## src/design/assert_macros.svh

```systemverilog
// assertion macros shared by the rtl
// no dependencies; compiled out when SYNTHESIS is defined
`ifndef ASSERT_MACROS_SVH
`define ASSERT_MACROS_SVH

`ifndef SYNTHESIS

`define ASSERT_IMPLIES(name, ck, rn, pre, post) \
    name: assert property (@(posedge ck) disable iff (!rn) (pre) |-> (post)) \
        else $error("implication check failed");

`define ASSERT_NEXT(name, ck, rn, pre, post) \
    name: assert property (@(posedge ck) disable iff (!rn) (pre) |=> (post)) \
        else $error("next-cycle check failed");

`else

`define ASSERT_IMPLIES(name, ck, rn, pre, post)

`define ASSERT_NEXT(name, ck, rn, pre, post)

`endif

`endif

```

## src/design/cbor_pkg.sv

```systemverilog
// shared constants, codes and types of the cbor item stream parser
// no dependencies
package cbor_pkg;

    localparam int COUNT_WIDTH = 32;
    localparam int CFG_W       = 32;
    localparam int CFG_INDEX_W = 1;
    localparam int ARG_W       = 64;
    localparam int ADD_W       = CFG_W + 1;
    localparam int SUM_W       = ((COUNT_WIDTH > ADD_W) ? COUNT_WIDTH : ADD_W) + 1;

    // register indexes
    localparam logic [CFG_INDEX_W-1:0] REG_MAX_CONTAINER = 1'd0;
    localparam logic [CFG_INDEX_W-1:0] REG_MAX_STRING    = 1'd1;

    localparam logic [CFG_W-1:0] MAX_CONTAINER_RESET = 32'h00ff_ffff;
    localparam logic [CFG_W-1:0] MAX_STRING_RESET    = 32'hffff_ffff;

    // parser phases
    localparam logic [1:0] PH_HEADER  = 2'd0;
    localparam logic [1:0] PH_ARG     = 2'd1;
    localparam logic [1:0] PH_PAYLOAD = 2'd2;

    // result status
    localparam logic [1:0] ST_OK          = 2'd0;
    localparam logic [1:0] ST_UNSUPPORTED = 2'd1;
    localparam logic [1:0] ST_OVERRUN     = 2'd2;
    localparam logic [1:0] ST_OVERFLOW    = 2'd3;

    // item kinds
    localparam logic [2:0] K_NUMBER = 3'd0;
    localparam logic [2:0] K_BYTES  = 3'd1;
    localparam logic [2:0] K_TEXT   = 3'd2;
    localparam logic [2:0] K_ARRAY  = 3'd3;
    localparam logic [2:0] K_MAP    = 3'd4;
    localparam logic [2:0] K_BOOL   = 3'd5;
    localparam logic [2:0] K_NULL   = 3'd6;

    // major types
    localparam logic [2:0] MAJ_UINT   = 3'd0;
    localparam logic [2:0] MAJ_BYTES  = 3'd2;
    localparam logic [2:0] MAJ_TEXT   = 3'd3;
    localparam logic [2:0] MAJ_ARRAY  = 3'd4;
    localparam logic [2:0] MAJ_MAP    = 3'd5;
    localparam logic [2:0] MAJ_SIMPLE = 3'd7;

    // additional info codes
    localparam logic [4:0] INFO_DIRECT_MAX = 5'd23;
    localparam logic [4:0] INFO_LONGEST    = 5'd27;
    localparam logic [4:0] SIMPLE_FALSE    = 5'd20;
    localparam logic [4:0] SIMPLE_TRUE     = 5'd21;
    localparam logic [4:0] SIMPLE_NULL     = 5'd22;

    localparam logic [3:0] HDR_MAX = 4'd9;

    typedef struct packed {
        logic [7:0] data_byte;
        logic       end_of_buffer;
    } byte_item_t;

    typedef struct packed {
        logic [2:0]       item_kind;
        logic [ARG_W-1:0] argument;
        logic [3:0]       header_bytes;
        logic             top_level_done;
        logic [1:0]       status;
    } result_t;

endpackage

```

## src/design/cbor_in_if.sv

```systemverilog
// byte channel of the cbor parser: valid, ready and one buffer byte
// no dependencies
interface cbor_in_if;
    logic       valid;
    logic       ready;
    logic [7:0] data_byte;
    logic       end_of_buffer;

    modport source (output valid, output data_byte, output end_of_buffer, input ready);
    modport sink   (input valid, input data_byte, input end_of_buffer, output ready);
endinterface

```

## src/design/cbor_out_if.sv

```systemverilog
// item channel of the cbor parser: valid, ready and one decoded item
// no dependencies
interface cbor_out_if;
    logic        valid;
    logic        ready;
    logic [2:0]  item_kind;
    logic [63:0] argument;
    logic [3:0]  header_bytes;
    logic        top_level_done;
    logic [1:0]  status;

    modport source (output valid, output item_kind, output argument, output header_bytes,
                    output top_level_done, output status, input ready);
    modport sink   (input valid, input item_kind, input argument, input header_bytes,
                    input top_level_done, input status, output ready);
endinterface

```

## src/design/cbor_item_stream_parser.sv

```systemverilog
// top level of the cbor item stream parser: config registers and the three stages
// depends on cbor_pkg, cbor_in_if, cbor_out_if, cbor_in_reg, cbor_core, cbor_out_reg
//
//   port      dir     transfer carries
//   byte_ch   sink    data_byte, end_of_buffer
//   item_ch   source  item_kind, argument, header_bytes, top_level_done, status
//   cfg_*     write   cfg_index selects max_container_count or max_string_length
//
// one byte per cycle sustained while item_ch is ready; a result is registered in cbor_out_reg
// the loop through phase and pending count closes in cbor_core, combinational from its registers
// reset clears the phase, both stage valids and the pending count (to one), and reloads the limits
// a stalled item_ch holds its item and stops the core; byte_ch then takes at most one more byte,
// into the input register if it is empty, and drops ready until item_ch moves
`include "assert_macros.svh"
module cbor_item_stream_parser
    import cbor_pkg::*;
(
    input  logic                   clk,
    input  logic                   rst_n,
    cbor_in_if.sink                byte_ch,
    cbor_out_if.source             item_ch,
    input  logic                   cfg_write,
    input  logic [CFG_INDEX_W-1:0] cfg_index,
    input  logic [CFG_W-1:0]       cfg_data
);

    logic [CFG_W-1:0] max_container_reg;
    logic [CFG_W-1:0] max_string_reg;

    logic       item_valid;
    byte_item_t item;
    logic       out_free;
    logic       step_fire;
    logic       core_res_valid;
    result_t    core_result;

    always_ff @(posedge clk or negedge rst_n)
    begin
        if (!rst_n)
        begin
            max_container_reg <= MAX_CONTAINER_RESET;
            max_string_reg    <= MAX_STRING_RESET;
        end
        else if (cfg_write)
        begin
            unique case (cfg_index)
                REG_MAX_CONTAINER: max_container_reg <= cfg_data;
                REG_MAX_STRING:    max_string_reg    <= cfg_data;
            endcase
        end
    end

    // the core steps whenever a byte is held and a result has room
    assign step_fire = item_valid && out_free;

    cbor_in_reg u_in_reg (
        .clk        (clk),
        .rst_n      (rst_n),
        .byte_ch    (byte_ch),
        .advance    (step_fire),
        .item_valid (item_valid),
        .item       (item)
    );

    cbor_core u_core (
        .clk                 (clk),
        .rst_n               (rst_n),
        .step                (step_fire),
        .item                (item),
        .max_container_count (max_container_reg),
        .max_string_length   (max_string_reg),
        .res_valid           (core_res_valid),
        .result              (core_result)
    );

    cbor_out_reg u_out_reg (
        .clk     (clk),
        .rst_n   (rst_n),
        .item_ch (item_ch),
        .load    (step_fire && core_res_valid),
        .result  (core_result),
        .free    (out_free)
    );

    `ASSERT_NEXT(a_result_lands, clk, rst_n, step_fire && core_res_valid, item_ch.valid)
    `ASSERT_IMPLIES(a_no_stall_when_empty, clk, rst_n, !item_ch.valid, byte_ch.ready)
    `ASSERT_IMPLIES(a_error_not_top, clk, rst_n,
                    item_ch.valid && item_ch.status != ST_OK, !item_ch.top_level_done)
    `ASSERT_IMPLIES(a_ok_header_range, clk, rst_n,
                    item_ch.valid && item_ch.status == ST_OK,
                    item_ch.header_bytes != 4'd0 && item_ch.header_bytes <= HDR_MAX)

endmodule

```

## src/design/cbor_in_reg.sv

```systemverilog
// input register of the cbor parser: holds one byte until the core takes it
// depends on cbor_pkg and cbor_in_if
module cbor_in_reg
    import cbor_pkg::*;
(
    input  logic       clk,
    input  logic       rst_n,
    cbor_in_if.sink    byte_ch,
    input  logic       advance,
    output logic       item_valid,
    output byte_item_t item
);

    logic       valid_reg;
    logic       valid_next;
    byte_item_t item_reg;
    logic       load;

    // take a new byte when empty or when the held one moves on
    assign byte_ch.ready = !valid_reg || advance;
    assign load          = byte_ch.valid && byte_ch.ready;
    assign valid_next    = load || (valid_reg && !advance);

    always_ff @(posedge clk or negedge rst_n)
    begin
        if (!rst_n)
        begin
            valid_reg <= 1'b0;
        end
        else
        begin
            valid_reg <= valid_next;
        end
    end

    always_ff @(posedge clk)
    begin
        if (load)
        begin
            item_reg <= '{data_byte: byte_ch.data_byte, end_of_buffer: byte_ch.end_of_buffer};
        end
    end

    assign item_valid = valid_reg;
    assign item       = item_reg;

endmodule

```

## src/design/cbor_core.sv

```systemverilog
// per-byte decode of the cbor parser: phase, argument collection, pending count
// depends on cbor_pkg
module cbor_core
    import cbor_pkg::*;
(
    input  logic             clk,
    input  logic             rst_n,
    input  logic             step,
    input  byte_item_t       item,
    input  logic [CFG_W-1:0] max_container_count,
    input  logic [CFG_W-1:0] max_string_length,
    output logic             res_valid,
    output result_t          result
);

    logic [1:0]             phase_reg, phase_next;
    logic [COUNT_WIDTH-1:0] pending_reg, pending_next;
    logic [2:0]             held_reg, held_next;
    logic [ARG_W-1:0]       acc_reg, acc_next;
    logic [3:0]             hc_reg, hc_next;
    logic [3:0]             left_reg, left_next;
    logic [CFG_W-1:0]       pl_reg, pl_next;

    logic [2:0]       major;
    logic [4:0]       info;
    logic             eob;
    logic [ARG_W-1:0] acc_shift;
    logic [3:0]       hc_inc;
    logic [3:0]       left_dec;
    logic [CFG_W-1:0] pl_dec;

    logic [2:0] h_kind;
    logic       h_len;

    logic             a_fail;
    logic [1:0]       a_status;
    logic [2:0]       a_kind;
    logic [ARG_W-1:0] a_arg;
    logic [3:0]       a_hdr;
    logic             a_hd;
    logic             a_cmp;
    logic             a_enter_arg;
    logic             a_stay_arg;
    logic             a_pay_next;

    logic             is_str;
    logic             is_cont;
    logic             str_over;
    logic             cnt_over;
    logic             b_fail;
    logic [1:0]       b_status;
    logic             b_cmp;
    logic [ADD_W-1:0] b_add;
    logic             b_enter_pay;

    logic                   cmp;
    logic [COUNT_WIDTH-1:0] pending_eff;
    logic [SUM_W-1:0]       p_full;
    logic                   ovf;
    logic                   top;
    logic [1:0]             status;

    assign major     = item.data_byte[7:5];
    assign info      = item.data_byte[4:0];
    assign eob       = item.end_of_buffer;
    assign acc_shift = {acc_reg[ARG_W-9:0], item.data_byte};
    assign hc_inc    = hc_reg + 4'd1;
    assign left_dec  = left_reg - 4'd1;
    assign pl_dec    = (pl_reg == '0) ? '0 : pl_reg - CFG_W'(1);

    // major types that carry a length or value argument
    always_comb
    begin
        h_kind = K_NUMBER;
        h_len  = 1'b1;
        unique case (major)
            MAJ_UINT:  h_kind = K_NUMBER;
            MAJ_BYTES: h_kind = K_BYTES;
            MAJ_TEXT:  h_kind = K_TEXT;
            MAJ_ARRAY: h_kind = K_ARRAY;
            MAJ_MAP:   h_kind = K_MAP;
            default:   h_len  = 1'b0;
        endcase
    end

    always_comb
    begin
        a_fail      = 1'b0;
        a_status    = ST_OK;
        a_kind      = K_NUMBER;
        a_arg       = '0;
        a_hdr       = 4'd1;
        a_hd        = 1'b0;
        a_cmp       = 1'b0;
        a_enter_arg = 1'b0;
        a_stay_arg  = 1'b0;
        a_pay_next  = 1'b0;
        unique case (phase_reg)
            PH_ARG:
            begin
                a_kind = held_reg;
                a_arg  = acc_shift;
                a_hdr  = hc_inc;
                priority if (left_dec == 4'd0)
                begin
                    a_hd = 1'b1;
                end
                else if (eob)
                begin
                    a_fail   = 1'b1;
                    a_status = ST_OVERRUN;
                end
                else
                begin
                    a_stay_arg = 1'b1;
                end
            end
            PH_PAYLOAD:
            begin
                a_kind = held_reg;
                a_arg  = acc_reg;
                a_hdr  = hc_reg;
                priority if (pl_dec == '0)
                begin
                    a_cmp = 1'b1;
                end
                else if (eob)
                begin
                    a_fail   = 1'b1;
                    a_status = ST_OVERRUN;
                end
                else
                begin
                    a_pay_next = 1'b1;
                end
            end
            default:
            begin
                // header byte; the unused phase code lands here too
                priority if (major == MAJ_SIMPLE)
                begin
                    priority if (info == SIMPLE_FALSE || info == SIMPLE_TRUE)
                    begin
                        a_kind = K_BOOL;
                        a_arg  = ARG_W'(info == SIMPLE_TRUE);
                        a_cmp  = 1'b1;
                    end
                    else if (info == SIMPLE_NULL)
                    begin
                        a_kind = K_NULL;
                        a_cmp  = 1'b1;
                    end
                    else
                    begin
                        a_fail   = 1'b1;
                        a_status = ST_UNSUPPORTED;
                    end
                end
                else if (h_len)
                begin
                    a_kind = h_kind;
                    priority if (info <= INFO_DIRECT_MAX)
                    begin
                        a_arg = ARG_W'(info);
                        a_hd  = 1'b1;
                    end
                    else if (info > INFO_LONGEST)
                    begin
                        a_fail   = 1'b1;
                        a_status = ST_UNSUPPORTED;
                    end
                    else if (eob)
                    begin
                        a_fail   = 1'b1;
                        a_status = ST_OVERRUN;
                    end
                    else
                    begin
                        a_enter_arg = 1'b1;
                    end
                end
                else
                begin
                    a_fail   = 1'b1;
                    a_status = ST_UNSUPPORTED;
                end
            end
        endcase
    end

    // header complete: limit checks and string payload entry
    assign is_str   = (a_kind == K_BYTES) || (a_kind == K_TEXT);
    assign is_cont  = (a_kind == K_ARRAY) || (a_kind == K_MAP);
    assign str_over = a_arg > ARG_W'(max_string_length);
    assign cnt_over = a_arg > ARG_W'(max_container_count);

    always_comb
    begin
        b_fail      = 1'b0;
        b_status    = ST_OK;
        b_cmp       = 1'b0;
        b_add       = '0;
        b_enter_pay = 1'b0;
        if (a_hd)
        begin
            priority if (is_str)
            begin
                priority if (str_over)
                begin
                    b_fail   = 1'b1;
                    b_status = ST_OVERFLOW;
                end
                else if (a_arg == '0)
                begin
                    b_cmp = 1'b1;
                end
                else if (eob)
                begin
                    b_fail   = 1'b1;
                    b_status = ST_OVERRUN;
                end
                else
                begin
                    b_enter_pay = 1'b1;
                end
            end
            else if (is_cont)
            begin
                if (cnt_over)
                begin
                    b_fail   = 1'b1;
                    b_status = ST_OVERFLOW;
                end
                else
                begin
                    // count is known to fit the limit width here
                    b_cmp = 1'b1;
                    b_add = (a_kind == K_MAP) ? {a_arg[CFG_W-1:0], 1'b0}
                                              : {1'b0, a_arg[CFG_W-1:0]};
                end
            end
            else
            begin
                b_cmp = 1'b1;
            end
        end
    end

    // item finished: pending count update
    assign cmp         = a_cmp || b_cmp;
    assign pending_eff = (pending_reg == '0) ? COUNT_WIDTH'(1) : pending_reg;
    assign p_full      = SUM_W'(pending_eff) + SUM_W'(b_add) - SUM_W'(1);
    assign ovf         = |p_full[SUM_W-1:COUNT_WIDTH];
    assign top         = (p_full[COUNT_WIDTH-1:0] == '0);

    always_comb
    begin
        priority if (a_fail)
        begin
            status = a_status;
        end
        else if (b_fail)
        begin
            status = b_status;
        end
        else if (ovf)
        begin
            status = ST_OVERFLOW;
        end
        else if (eob && !top)
        begin
            status = ST_OVERRUN;
        end
        else
        begin
            status = ST_OK;
        end
    end

    assign res_valid = a_fail || b_fail || cmp;
    assign result    = '{item_kind:      a_kind,
                         argument:       a_arg,
                         header_bytes:   a_hdr,
                         top_level_done: cmp && !ovf && top,
                         status:         status};

    always_comb
    begin
        priority if (res_valid)
        begin
            phase_next = PH_HEADER;
        end
        else if (a_enter_arg)
        begin
            phase_next = PH_ARG;
        end
        else if (b_enter_pay)
        begin
            phase_next = PH_PAYLOAD;
        end
        else
        begin
            phase_next = phase_reg;
        end

        priority if (a_fail || b_fail)
        begin
            pending_next = COUNT_WIDTH'(1);
        end
        else if (cmp)
        begin
            pending_next = (ovf || eob || top) ? COUNT_WIDTH'(1) : p_full[COUNT_WIDTH-1:0];
        end
        else
        begin
            pending_next = pending_reg;
        end
    end

    // working registers, each written before it is read in a phase
    always_comb
    begin
        held_next = held_reg;
        acc_next  = acc_reg;
        hc_next   = hc_reg;
        left_next = left_reg;
        pl_next   = pl_reg;
        if (a_enter_arg)
        begin
            held_next = a_kind;
            hc_next   = 4'd1;
            acc_next  = '0;
            left_next = 4'd1 << info[1:0];
        end
        if (a_stay_arg)
        begin
            acc_next  = acc_shift;
            hc_next   = hc_inc;
            left_next = left_dec;
        end
        if (b_enter_pay)
        begin
            held_next = a_kind;
            hc_next   = a_hdr;
            acc_next  = a_arg;
            pl_next   = a_arg[CFG_W-1:0];
        end
        if (a_pay_next)
        begin
            pl_next = pl_dec;
        end
    end

    always_ff @(posedge clk or negedge rst_n)
    begin
        if (!rst_n)
        begin
            phase_reg   <= PH_HEADER;
            pending_reg <= COUNT_WIDTH'(1);
        end
        else if (step)
        begin
            phase_reg   <= phase_next;
            pending_reg <= pending_next;
        end
    end

    always_ff @(posedge clk)
    begin
        if (step)
        begin
            held_reg <= held_next;
            acc_reg  <= acc_next;
            hc_reg   <= hc_next;
            left_reg <= left_next;
            pl_reg   <= pl_next;
        end
    end

endmodule

```

## src/design/cbor_out_reg.sv

```systemverilog
// result register of the cbor parser: holds one item for the item channel
// depends on cbor_pkg and cbor_out_if
module cbor_out_reg
    import cbor_pkg::*;
(
    input  logic       clk,
    input  logic       rst_n,
    cbor_out_if.source item_ch,
    input  logic       load,
    input  result_t    result,
    output logic       free
);

    logic    valid_reg;
    logic    valid_next;
    result_t result_reg;

    // free when empty or when the held item transfers this cycle
    assign free       = !valid_reg || item_ch.ready;
    assign valid_next = load || (valid_reg && !item_ch.ready);

    always_ff @(posedge clk or negedge rst_n)
    begin
        if (!rst_n)
        begin
            valid_reg <= 1'b0;
        end
        else
        begin
            valid_reg <= valid_next;
        end
    end

    always_ff @(posedge clk)
    begin
        if (load)
        begin
            result_reg <= result;
        end
    end

    assign item_ch.valid          = valid_reg;
    assign item_ch.item_kind      = result_reg.item_kind;
    assign item_ch.argument       = result_reg.argument;
    assign item_ch.header_bytes   = result_reg.header_bytes;
    assign item_ch.top_level_done = result_reg.top_level_done;
    assign item_ch.status         = result_reg.status;

endmodule
```

## src/flat_wrapper.sv

```systemverilog
// flat-port wrapper written by rule: the top's interface ports become plain ports
module cbor_item_stream_parser_flat import cbor_pkg::*;
  (clk, rst_n, cfg_write, cfg_index, cfg_data, byte_ch_valid, byte_ch_data_byte, byte_ch_end_of_buffer, byte_ch_ready, item_ch_valid, item_ch_item_kind, item_ch_argument, item_ch_header_bytes, item_ch_top_level_done, item_ch_status, item_ch_ready);
  cbor_in_if byte_ch_i ();
  cbor_out_if item_ch_i ();
  input  logic clk;
  input  logic rst_n;
  input  logic cfg_write;
  input  logic [CFG_INDEX_W-1:0] cfg_index;
  input  logic [CFG_W-1:0] cfg_data;
  input wire logic [$bits(byte_ch_i.valid)-1:0] byte_ch_valid;
  input wire logic [$bits(byte_ch_i.data_byte)-1:0] byte_ch_data_byte;
  input wire logic [$bits(byte_ch_i.end_of_buffer)-1:0] byte_ch_end_of_buffer;
  output wire logic [$bits(byte_ch_i.ready)-1:0] byte_ch_ready;
  output wire logic [$bits(item_ch_i.valid)-1:0] item_ch_valid;
  output wire logic [$bits(item_ch_i.item_kind)-1:0] item_ch_item_kind;
  output wire logic [$bits(item_ch_i.argument)-1:0] item_ch_argument;
  output wire logic [$bits(item_ch_i.header_bytes)-1:0] item_ch_header_bytes;
  output wire logic [$bits(item_ch_i.top_level_done)-1:0] item_ch_top_level_done;
  output wire logic [$bits(item_ch_i.status)-1:0] item_ch_status;
  input wire logic [$bits(item_ch_i.ready)-1:0] item_ch_ready;
  assign byte_ch_i.valid = byte_ch_valid;
  assign byte_ch_i.data_byte = byte_ch_data_byte;
  assign byte_ch_i.end_of_buffer = byte_ch_end_of_buffer;
  assign byte_ch_ready = byte_ch_i.ready;
  assign item_ch_valid = item_ch_i.valid;
  assign item_ch_item_kind = item_ch_i.item_kind;
  assign item_ch_argument = item_ch_i.argument;
  assign item_ch_header_bytes = item_ch_i.header_bytes;
  assign item_ch_top_level_done = item_ch_i.top_level_done;
  assign item_ch_status = item_ch_i.status;
  assign item_ch_i.ready = item_ch_ready;
  cbor_item_stream_parser u_core (.clk(clk), .rst_n(rst_n), .byte_ch(byte_ch_i), .item_ch(item_ch_i), .cfg_write(cfg_write), .cfg_index(cfg_index), .cfg_data(cfg_data));
endmodule
```

## config.mk

```make
export PLATFORM = sky130hd
export DESIGN_NAME = cbor_item_stream_parser_flat
export DESIGN_NICKNAME = d
export VERILOG_FILES = /design/src/design/cbor_pkg.sv /design/src/design/cbor_in_if.sv /design/src/design/cbor_out_if.sv /design/src/design/cbor_item_stream_parser.sv /design/src/design/cbor_in_reg.sv /design/src/design/cbor_core.sv /design/src/design/cbor_out_reg.sv /design/src/flat_wrapper.sv
export VERILOG_INCLUDE_DIRS = /design/src /design/src/design
export SDC_FILE = /design/constraint.sdc
export NUM_CORES = 1
export LEC_CHECK = 0
export BUFFER_PORTS_ARGS = -buffer_cell sky130_fd_sc_hd__buf_4
export CORE_MARGIN = 3
export CORE_UTILIZATION = 60
export DETAILED_ROUTE_END_ITERATION = 6
export PLACE_DENSITY = 0.76
export SLEW_MARGIN = 20
export SYNTH_ARGS = -nofsm -noshare
export SYNTH_HDL_FRONTEND = slang
export SYNTH_SLANG_ARGS = --single-unit
export TNS_END_PERCENT = 10
```

## constraint.sdc

```tcl
create_clock -name clk -period 11.8 [get_ports clk]
set_input_delay 1.77 -clock clk [delete_from_list [all_inputs] [get_ports clk]]
set_output_delay 1.77 -clock clk [all_outputs]
set_load 0.05 [all_outputs]
```

**Yosys cells after proc, flatten, opt, wreduce, memory -nomap -nowiden**

Index checks and enable logic that the tools add are counted.

- Flip-flop bits (word level): 290
- Bits of input ports: 47
- Output and inout port bits: 76
- Logic and storage cells: 197

- Add/sub/neg operators: 5
- $lt $le $gt $ge: 4
- Equal/unequal tests: 14
- Shift-type cells: 1
- Multiplexer cells: 104
- Bitwise logic cells: 1
- Reduce and logical (&&, ||, !) cells: 50

Operator list:

| cell | number |
|---|---|
| $mux W64 | 4 |
| $mux W32 | 7 |
| $mux W33 | 5 |
| $gt A64 B32 Y1 | 2 |
| $logic_not A32 Y1 | 4 |
| $pmux W64 S2 | 1 |
| $logic_not A64 Y1 | 1 |
| $mux W1 | 47 |
| $mux W2 | 20 |
| $add A32 B33 Y34 | 1 |
| $sub A34 B1 Y34 const B | 1 |
| $sub A32 B1 Y32 const B | 1 |
| $mux W3 | 7 |
| $mux W4 | 5 |
| $reduce_and A2 Y1 | 8 |
| $eq A5 B5 Y1 const B | 3 |
| $eq A3 B2 Y1 const B | 4 |
| $eq A3 B3 Y1 const B | 4 |
| $logic_or A1 B1 Y1 | 12 |
| $pmux W3 S4 | 1 |
| $mux W5 | 2 |
| $logic_and A1 B1 Y1 | 8 |
| $pmux W4 S2 | 1 |
| $reduce_bool A2 Y1 | 4 |
| 17 further kinds | 26 |

**Logic depth before layout (Yosys ltp)**

- Depth in word-level cells: 21
- Depth in mapped cells: 34
- Gate-level depth less buffers: 29

**By module**

A second synthesis with hierarchy kept.

- Cell total of the unflattened synthesis: 1797
- Area, all modules: 18148.7 um^2

Modules (own cells, without submodules):

| module | instances | cells each | area an instance (um^2) | sequential area each (um^2) |
|---|---|---|---|---|
| cbor_core | 1 | 1568 | 13046.3 | 4065.1 |
| cbor_item_stream_parser | 1 | 139 | 2508.7 | 1671.6 |
| cbor_out_reg | 1 | 77 | 2269.7 | 2247.2 |
| cbor_in_reg | 1 | 13 | 324.1 | 295.3 |

**Worst setup path before layout**

OpenSTA, ideal clock, no wires.

- Kind: register to register
- From: register u_core.u_core.phase_reg[0]
- To: register u_core.u_core.acc_reg[0], enable pin
- Setup time: 0.588 ns
- Data arrival time: 9.406 ns
- Required time: 11.212 ns
- Slack: 1.806 ns
- Stages on the path, launching flop included: 20
- Buffers on the path: 6
- Clock period less this slack: 9.994 ns
- Path through: dfrtp_1 -> inv_1 -> ha_1 -> buf_2 -> buf_2 -> clkbuf_1 -> clkbuf_1 -> clkbuf_1 -> nor2_1 -> ha_1 -> nand2_1 -> or4_1 -> nor4b_1 -> a311oi_1 -> nor3_1 -> nand2_1 -> nor4_1 -> buf_2 -> nor2_1 -> o21ai_0

RTL lines:

| element | line | source |
|---|---|---|
| start, declared | cbor_core.sv:16 | `logic [1:0] phase_reg, phase_next;` |
| start signal, assigned | cbor_core.sv:363 | `phase_reg <= phase_next;` |
| end signal, assigned | cbor_core.sv:373 | `acc_reg <= acc_next;` |
| end, declared | cbor_core.sv:19 | `logic [ARG_W-1:0] acc_reg, acc_next;` |

==> qor.txt <==
Outcome: complete, no violations
All-Layer GR Usage: 0.308
Drt total wl: 52100 um
Cells resized by post-CTS repair: 0
Synth Area in XOR/XNOR: 0.0283
Hold Fails Final Rpt: 0
Count of TritonRoute iterations in the first routing pass: 6
Net total in the final layout: 2152
Worst setup slack for register-to-register paths: 1.61 ns
Share of async-settable or async-resettable flops after synthesis: 0.345
Number of cells on the worst hold path: 2
Final worst path period need: 10.19 ns
Register clock-pin slew on the reported worst setup and hold paths: 0.06 ns
Setup repair after global routing missed its margin: no
Start point of the worst hold path: u_core.u_core.pending_reg[0]$_DFFE_PN1P_
Iteration-0 DRC Markers: 1900
Worst reg2reg path depth: 28
Worst setup SP type: flop
Clk root buf: sky130_fd_sc_hd__clkbuf_16
Type of destination of the critical path: flop
Starting utilization of the core area: 0.612
Number of cell rows: 63
Average instance area after synthesis: 9.77 um^2
Number of storage elements in the synthesis netlist: 290
Worst-margin pin slew: 1.09 ns
Mapped Nets: 2050
Worst min path class: flop to flop
Biggest cell delay along the critical path: 0.88 ns
Max Cap Violations: 0
Final number of setup-violating endpoints: 0
Reg-to-reg endpoint: u_core.u_out_reg.item_ch.status[1]$_DFFE_PP_
Highest attainable clock frequency: 98.1 MHz
Area of the core: 29800 um^2
CP bufs+invs: 3
Worst rel slew slack: 0.270
Vias in the first global route: 14600
Postcts setup bufs: 0
Global-route wire length before repair: 81200 um
DRC errors left: 0
Detail Route Antenna Nets: 0
Final critical-path share of the clock period: 0.864
Number of instances in the synthesized netlist: 1868
Maximum number of pins on one net before global-route repair: 70
Max FO, Critical Path: 50
Synthesized-area fraction occupied by ao, oa, aoi and oai cells: 0.178
Largest family of logic cells by synthesized area: compound AO/OA/AOI/OAI gates
Number of hold-repair buffers added at the cts stage: 0
YS warnings: 0
Start-to-end type of the worst setup path: flop to flop
Count of buffers inserted at the top-level ports: 122
Portion of netlist area occupied by mux cells: 0.0240
Req. time, crit path: 12.10 ns
Number of enable flip-flop cells after synthesis: 190
Layout overhead on the synthesized area: 12.9%
Portion of the post-synthesis area used by sequential elements: 0.454
Share of layout cells above drive strength 1: 0.170
TritonCTS clock tree: done
Total via count in the routed design: 15500
FF-to-FF Start: u_core.u_core.phase_reg[0]$_DFFE_PN0P_
Die area: 32500 um^2
Cell variety after synth: 86
Fin. max-slew vios: 0
Height of the die: 180 um
Setup TNS after final layout: 0 ns
Simple-Gate Fraction of Synth Area: 0.162
Half-perimeter wire length of the detailed placement result: 37600 um
Routed WL per cell: 21.9 um
Ant. Diodes: 0
Critical path arrival: 10.49 ns
Synthesized area: 18200 um^2
Top Ports: 123
H-tree depth: 1
Top delay family on crit path: simple AND/OR/NAND/NOR gates
CTS max path bufs: 3
Post-Route Skew: 0.0148 ns
Slowest cell on the critical path: sky130_fd_sc_hd__nor3b_2
Final estimated routing congestion in global placement: 0.935
CTS Sinks: 290
Width of the die: 180 um
Endpoint of the worst hold-timing path: u_core.u_core.pending_reg[0]$_DFFE_PN1P_
GRT Residual Overflow: 0
Number of antenna violations at the first check in global routing: 0
Insertion delay of the later-clocked pin in the worst-skew pair: 0.57 ns
Avg Vias per Cell: 6.51
Arithmetic-cell share of the synthesized area counting full adders, half adders and majority gates: 0.0930
Post-synth top flop: sky130_fd_sc_hd__edfxtp_1
Top cell by count, worst path: sky130_fd_sc_hd__ha_1
Inserted Clock Buffers: 30
## cell type report
class / count / area [um^2]
multi-input combinational: 1297 / 8910
tap: 390 / 488
fill: 2348 / 9200
clock inverter: 16 / 181
inverter: 190 / 713
timing repair buffer: 161 / 1210
sequential: 290 / 8280
clock buffer: 38 / 812
## synthesized netlist by cell type (38+ instances only)
cell type,n,area share
sky130_fd_sc_hd__and2_1,39,0.013
sky130_fd_sc_hd__a21oi_1,70,0.019
sky130_fd_sc_hd__edfxtp_1,190,0.31
sky130_fd_sc_hd__clkbuf_1,59,0.012
sky130_fd_sc_hd__a22oi_1,59,0.024
sky130_fd_sc_hd__mux2_2,38,0.023
sky130_fd_sc_hd__inv_1,186,0.038
sky130_fd_sc_hd__nand2_1,198,0.041
sky130_fd_sc_hd__a22o_1,38,0.018
sky130_fd_sc_hd__ha_1,134,0.092
sky130_fd_sc_hd__dfrtp_1,43,0.059
sky130_fd_sc_hd__nor2_1,119,0.024
sky130_fd_sc_hd__dfstp_2,57,0.082
sky130_fd_sc_hd__o21ai_0,119,0.033
## stage by stage
step	instance area (um^2)	util	worst slack, ns	std cells	hold WS, ns
after global placement	19600	0.658	2.04	2328	0.481
final	20600	0.691	1.61	2382	0.495
after global routing	20600	0.691	1.13	2382	0.530
after CTS	20600	0.691	1.77	2382	0.493
after detailed placement	19600	0.658	1.77	2328	0.483
after floorplan	18200	-	1.81	1868	0.452
## logic make-up (layout without fill, tap and decap cells)
kind of cell,count (synthesis),count (layout)
AND/OR/NAND/NOR,590,590
AO/OA/AOI/OAI,474,474
flip-flops,290,290
buffers and inverters,281,405
adder cells (fa/ha/maj),135,135
XOR/XNOR,59,59
multiplexers,39,39
## tightest hold or removal path, stage by stage (launching register included)
cell and delay, ns:
sky130_fd_sc_hd__dfstp_2 0.39, sky130_fd_sc_hd__inv_1 0.05, sky130_fd_sc_hd__a2bb2oi_1 0.05
## layout by cell type (no fill, tap or decap), drive strengths merged, types with 8 or more instances in the layout
master  count
nand2     198
inv       191
edfxtp    190
buf       161
ha        134
o21ai     125
nor2      119
a21oi      71
a22oi      61
dfstp      57
dfrtp      43
and2       39
nor4       39
a22o       38
mux2       38
clkbuf     38
xnor2      35
nor3       33
nand3      33
nand4      29
o31ai      29
o221ai     27
xor2       24
a21o       19
or4        15
nor2b      14
and3       12
a31oi      11
o211ai     11
or3        11
a211oi     11
clkinv     11
o21a        9
nand2b      8
a221oi      8
## layer usage
metal	part of all wire	GRT usage
met2	0.48	0.510
met1	0.41	0.422
met4	0.039	0.108
met3	0.075	0.0402
met5	0	0
## worst max path at each step
stage	endpoint	depth (start not counted)	slack [ns]	startpoint
5_1_grt	u_core.u_out_reg.item_ch.top_level_done$_DFFE_PP_	27	1.13	u_core.u_core.phase_reg[0]$_DFFE_PN0P_
4_1_cts	u_core.u_out_reg.item_ch.top_level_done$_DFFE_PP_	27	1.77	u_core.u_core.phase_reg[0]$_DFFE_PN0P_
2_1_floorplan	u_core.u_core.acc_reg[0]$_DFFE_PP_	19	1.81	u_core.u_core.phase_reg[0]$_DFFE_PN0P_
6_report	u_core.u_out_reg.item_ch.status[1]$_DFFE_PP_	28	1.61	u_core.u_core.phase_reg[0]$_DFFE_PN0P_
3_3_place_gp	u_core.u_out_reg.item_ch.top_level_done$_DFFE_PP_	27	2.04	u_core.u_core.phase_reg[0]$_DFFE_PN0P_
3_5_place_dp	u_core.u_out_reg.item_ch.top_level_done$_DFFE_PP_	27	1.77	u_core.u_core.phase_reg[0]$_DFFE_PN0P_
Power is not shown: default switching activity piles up to over one toggle a cycle in this logic, so the estimate is an artifact.
